`src/rhpq_pkg.sv`:
```
// ---------------------------------------------------------------------------
// rhpq_pkg - shared types and codes for the radix heap priority queue
// opcodes, status codes and the front-to-back command record
// ---------------------------------------------------------------------------
package rhpq_pkg;

    localparam logic [1:0] OP_INSERT = 2'd0;
    localparam logic [1:0] OP_PULL   = 2'd1;
    localparam logic [1:0] OP_PEEK   = 2'd2;

    localparam logic [1:0] ST_OK    = 2'd0;
    localparam logic [1:0] ST_BELOW = 2'd1;
    localparam logic [1:0] ST_FULL  = 2'd2;
    localparam logic [1:0] ST_EMPTY = 2'd3;

    localparam int OP_W  = 2;
    localparam int KEY_W = 16;
    localparam int PAY_W = 16;

    typedef struct packed {
        logic [OP_W-1:0]  op;
        logic [KEY_W-1:0] key;
        logic [PAY_W-1:0] pay;
    } t_cmd;

endpackage

```
`src/rhpq_front.sv`:
```
// ---------------------------------------------------------------------------
// rhpq_front - input stage and command queue
// registers accepted items into a small fifo that feeds the engine
// ---------------------------------------------------------------------------
module rhpq_front (
    input  logic           i_clk,
    input  logic           i_rst_n,
    input  logic           i_valid,
    output logic           o_ready,
    input  rhpq_pkg::t_cmd i_cmd,
    output logic           o_valid,
    input  logic           i_ready,
    output rhpq_pkg::t_cmd o_cmd
);
    rhpq_pkg::t_cmd r_q [2];
    logic           r_wp, r_rp;
    logic [1:0]     r_cnt;
    logic           w_push, w_pop;

    assign o_ready = (r_cnt != 2'd2);
    assign o_valid = (r_cnt != 2'd0);
    assign o_cmd   = r_q[r_rp];
    assign w_push  = i_valid && o_ready;
    assign w_pop   = o_valid && i_ready;

    always_ff @(posedge i_clk) begin
        if (w_push) begin
            r_q[r_wp] <= i_cmd;
        end
        if (!i_rst_n) begin
            r_wp  <= 1'b0;
            r_rp  <= 1'b0;
            r_cnt <= 2'd0;
        end else begin
            if (w_push) r_wp <= ~r_wp;
            if (w_pop)  r_rp <= ~r_rp;
            r_cnt <= r_cnt + {1'b0, w_push} - {1'b0, w_pop};
        end
    end
endmodule

```
`config.mk`:
```
export PLATFORM = sky130hd
export DESIGN_NAME = rhpq_front
export DESIGN_NICKNAME = d
export VERILOG_FILES = /design/src/rhpq_pkg.sv /design/src/rhpq_front.sv
export SDC_FILE = /design/constraint.sdc
export NUM_CORES = 1
export LEC_CHECK = 0
export ABC_AREA = 1
export BUFFER_PORTS_ARGS = -buffer_cell sky130_fd_sc_hd__buf_2
export CORE_ASPECT_RATIO = 1.75
export CORE_MARGIN = 4
export CORE_UTILIZATION = 56
export DETAILED_ROUTE_END_ITERATION = 7
export PLACE_DENSITY = 0.84
export SKIP_CTS_REPAIR_TIMING = 1
export SYNTH_ARGS = -nofsm -noshare
export SYNTH_HDL_FRONTEND = slang
export SYNTH_SLANG_ARGS = --single-unit
```
`constraint.sdc`:
```
create_clock -name i_clk -period 4.7 [get_ports i_clk]
set_clock_uncertainty 0.1 [all_clocks]
set_input_delay 0.47 -clock i_clk [delete_from_list [all_inputs] [get_ports i_clk]]
set_output_delay 0.47 -clock i_clk [all_outputs]
set_load 0.05 [all_outputs]
```
**After elaboration in Yosys (flattened, before gate mapping)**

Memories as Yosys holds them, arrays and structs flattened. A register that Yosys moved wholly into a read port is not among the register bits.
Cells that the tools add are included.

- Bits of input ports: 38
- Word-level logic and storage cells: 16
- Bits in registers: 4
- Memories: 1
- RAM bits: 68
- Output and inout port bits: 36

- Eq/ne operators: 1
- Add/sub/neg operators: 2
- Reduce and logical (&&, ||, !) cells: 3
- Bitwise logic cells: 2
- Multiplexer cells: 4

Memory list:

| memory | depth | width | rd ports | clocked after Yosys merged registers in | wr ports | line | source |
|---|---|---|---|---|---|---|---|
| r_q | 2 | 34 | 1 | 1 | 1 | rhpq_front.sv:15 | `rhpq_pkg::t_cmd r_q [2];` |

Operators by type and width:

| operator | count |
|---|---|
| 1-bit 2-to-1 mux | 4 |
| 2-bit by 1-bit adder with 2-bit output | 1 |
| 1-bit logical AND | 2 |
| 2-bit inequality test, second input constant | 1 |
| 1-bit inverter | 2 |
| 2-bit nonzero test | 1 |
| 2-bit by 1-bit subtractor with 2-bit output | 1 |

**Depth between registers and ports, before layout**

- Word-level depth: 4
- Depth in mapped cells: 11

**Least setup slack after synthesis**

OpenSTA, ideal clock, no wires.

- Path kind: register -> register
- From: register r_cnt[0]
- To: memory r_q[0][0] in the netlist's numbering, enable pin
- Clock period less this slack: 2895 ps
- Data arrival time: 2370 ps
- Data required time: 4175 ps
- Path buffers: 0
- Cell stages (with the launch flop): 5
- Path slack: 1805 ps
- Setup time: 425 ps
- Cells stage by stage: dfxtp_1 -> inv_1 -> nand2_1 -> nand2_1 -> nor2_1

- Longest elaborated chain between the ends: 4

Ends and longest elaborated chain:

| element | line | source |
|---|---|---|
| from (decl) | rhpq_front.sv:17 | `logic [1:0] r_cnt;` |
| from (signal assigned) | rhpq_front.sv:37 | `r_cnt <= r_cnt + {1'b0, w_push} - {1'b0, w_pop};` |
| 2-bit inequality test | rhpq_front.sv:20 | `assign o_ready = (r_cnt != 2'd2);` |
| via o_ready | rhpq_front.sv:9 | `output logic o_ready,` |
| 1-bit logical AND | rhpq_front.sv:23 | `assign w_push = i_valid && o_ready;` |
| 1-bit 2-to-1 mux | rhpq_front.sv:27 | `if (w_push) begin` |
| 1-bit 2-to-1 mux (not written as such) | rhpq_front.sv:28 | `r_q[r_wp] <= i_cmd;` |
| to (decl) | rhpq_front.sv:15 |  |

The timed path passes the listed nets, and every way through them passes these cells.

==> flow_summary.json <==
{
  "run_status": "completed",
  "syn-cell-area_sq_um": 2850,
  "synth_adder_area_share": 0.00878,
  "switchingPower_uw": 764,
  "comb_power_share": 0.355,
  "setup_total_negative_slack_ps": 0,
  "data_required_time_of_the_critical_path_ps": 4130,
  "number_of_antenna_violations_at_the_first_check_in_global_routing": 0,
  "grt_setup_unrepaired": "false",
  "synthToLayoutAreaGrowth_pct": 19.5,
  "peakVddDrop_mv": 0.453,
  "grt_max_degree": 35,
  "seq_area_frac_synth": 0.752,
  "clkTransAtPathRegs_ps": 70,
  "worst_path_cell_chain": "mux2_2, buf_2",
  "synth_cells": 142,
  "synthesized_area_per_cell_sq_um": 20.1,
  "place.detailed.instances": 266,
  "hold_slack_ps": 232,
  "drt-initial-drc-count": 36,
  "n_antenna_cell": 0,
  "fin_nets": 263,
  "post_route_cells_drive_above_1_share": 0.535,
  "clock_sinks": 73,
  "die_area_sq_um": 6340,
  "hold_viol_final": 0,
  "core_area_sq_um": 4930,
  "wl_per_cell_um": 15.6,
  "synth_top_family_by_area": "multiplexers",
  "timing.critical_path.from_type": "flop",
  "crit_path_max_fanout": 34,
  "synthSimpleGateAreaFrac": 0.0277,
  "first_global_vias": 1552,
  "ys_warn_count": 0,
  "setup_ws_ps": 2140,
  "htree_levels": 3,
  "die_h_um": 102,
  "power.internal_uw": 1310,
  "ios": 74,
  "worstPathArrival_ps": 1990,
  "cts_inserted_buffers": 9,
  "report.final.setup_viol": 0,
  "ctsRootBufferMaster": "clkbuf_8",
  "routed_wl_um": 4410,
  "viasPerCell": 5.04,
  "pwr-share-clk": 0.212,
  "transition_time_of_the_tightest_slew_check_pin_ps": 1080,
  "dpl_worst_slack_ps": 2440,
  "slew_headroom": 0.283,
  "cts-root-to-sink-buffers": 2,
  "antenna_violating_nets_left": 0,
  "clock_insertion_delay_worst_skew_ps": 320,
  "stdcell_count": 282,
  "std_cell_rows": 34,
  "cellLeakagePower_uw": 0.00139,
  "synth_mux_area_frac": 0.174,
  "final_replace_weighted_congestion": 0.774,
  "detailed_place_hpwl_um": 3130,
  "dr.pass1.iters": 4,
  "number_of_nets_produced_by_synthesis": 182,
  "seq_power_share": 0.433,
  "grt_pass1_wl_um": 6810,
  "unique_masters_post_synth": 12,
  "finalMaxSlewViolations": 0,
  "drc_errors": 0,
  "grt_util_all_layers": 0.154,
  "starting_density": 0.577,
  "maxCapViolations": 0,
  "max_freq_mhz": 390,
  "ys_ff_latch": 73,
  "power.share.switching": 0.369,
  "period_share": 0.546,
  "cp_slowest_stage_delay_ps": 1040,
  "place.port_buffers": 73,
  "xor_xnor_portion_of_the_synthesized_cell_area": 0,
  "fraction_of_the_mapped_netlist_area_in_compound_gates": 0.00351,
  "final_util": 0.690,
  "remaining_overflow_grt": 0,
  "final.min_clock_period_ps": 2560,
  "tritoncts": "yes",
  "timing.setup.critical_path_class": "flop to output port",
  "fp.dieW_um": 61.9,
  "vias": 1421,
  "end_kind": "output port",
  "hold_path_class": "input port to flop",
  "power-per-cell-area_nw_per_um2": 608,
  "worst_path_max_delay_cell": "dfxtp_2"
}
-- sequential cells by signal, summed over array words and instances, names as in the netlist, named ones only --
register / cells
r_cnt: 2
r_rp: 1
r_q: 68
r_wp: 1
-- Yosys cell counts (all sizes together) --
library cell	n	area, sq um
a21oi	2	10.0
buf	4	71.3
dfxtp	5	100
edfxtp	68	2040
ha	2	25.0
inv	7	26.3
mux2	34	495
nand2	9	33.8
nand3	3	15.0
nor2	8	30.0
-- critical path: cells and delay by family, from the launching register on --
kind	cells	cell delay (ps)
flops	1	1040
buf+inv	1	210
mux	1	430
-- through the flow --
stage          power [uW]  area [sq um]
3_5_place_dp         1660          3230
6_report             2070          3410
5_1_grt              2170          3410
3_3_place_gp         1640          3230
4_1_cts              2100          3410
2_1_floorplan        1530          2850
-- layout make-up --
type / instances / area (sq um)
Clock buffer: 12 / 135
Clock inverter: 4 / 43.8
Fill cell: 330 / 1530
Inverter: 7 / 26.3
Multi-Input combinational cell: 58 / 617
Sequential cell: 73 / 2140
Tap cell: 54 / 67.6
Timing Repair Buffer: 74 / 373
-- worst paths after layout --
kind	from	end	slack [ps]	cells past startpoint
worst max-delay path	flop	o_cmd[1]	2140	2
worst min-delay path	i_cmd[32]	r_q[1][32]$_DFFE_PP_	230	1
worst max register to register	r_cnt[0]$_SDFF_PN0_	r_q[1][3]$_DFFE_PP_	2720	5
worst min register to register	r_rp$_SDFFE_PN0P_	flop	410	2
-- power groups by stage --
stage | Clock [uW] | Sequential (uW) | Combinational [uW]
after global routing | 480 | 911 | 778
after detailed placement | 0 | 914 | 742
final | 438 | 898 | 735
after global placement | 0 | 910 | 727
after CTS | 453 | 900 | 744
after floorplan | 0 | 862 | 669
-- logic make-up (layout without fill, tap and decap cells) --
family / after synthesis / in the layout
flops: 73 / 73
mux: 34 / 34
simple gates: 20 / 20
buf+inv: 11 / 97
fa+ha+maj: 2 / 2
compound gates: 2 / 2
-- layer usage --
metal | track usage | vias up | wire length, um
li1 | - | 695 | -
met1 | 0.153 | 681 | 1580
met2 | 0.280 | 43 | 2540
met3 | 0.0455 | 2 | 268
met4 | 0.0703 | 0 | 25
met5 | 0 | - | 0
-- layout by cell type, fill, tap and decap left out, drive strengths merged --
| cell type | netlist | final |
|---|---|---|
| bufinv | 0 | 1 |
| edfxtp | 68 | 68 |
| nor2 | 8 | 8 |
| mux2 | 34 | 34 |
| inv | 7 | 7 |
| ha | 2 | 2 |
| clkbuf | 0 | 12 |
| clkinv | 0 | 3 |
| buf | 4 | 74 |
| nand3 | 3 | 3 |
| nand2 | 9 | 9 |
| a21oi | 2 | 2 |
| dfxtp | 5 | 5 |
Power figures use the tool's default switching activity.
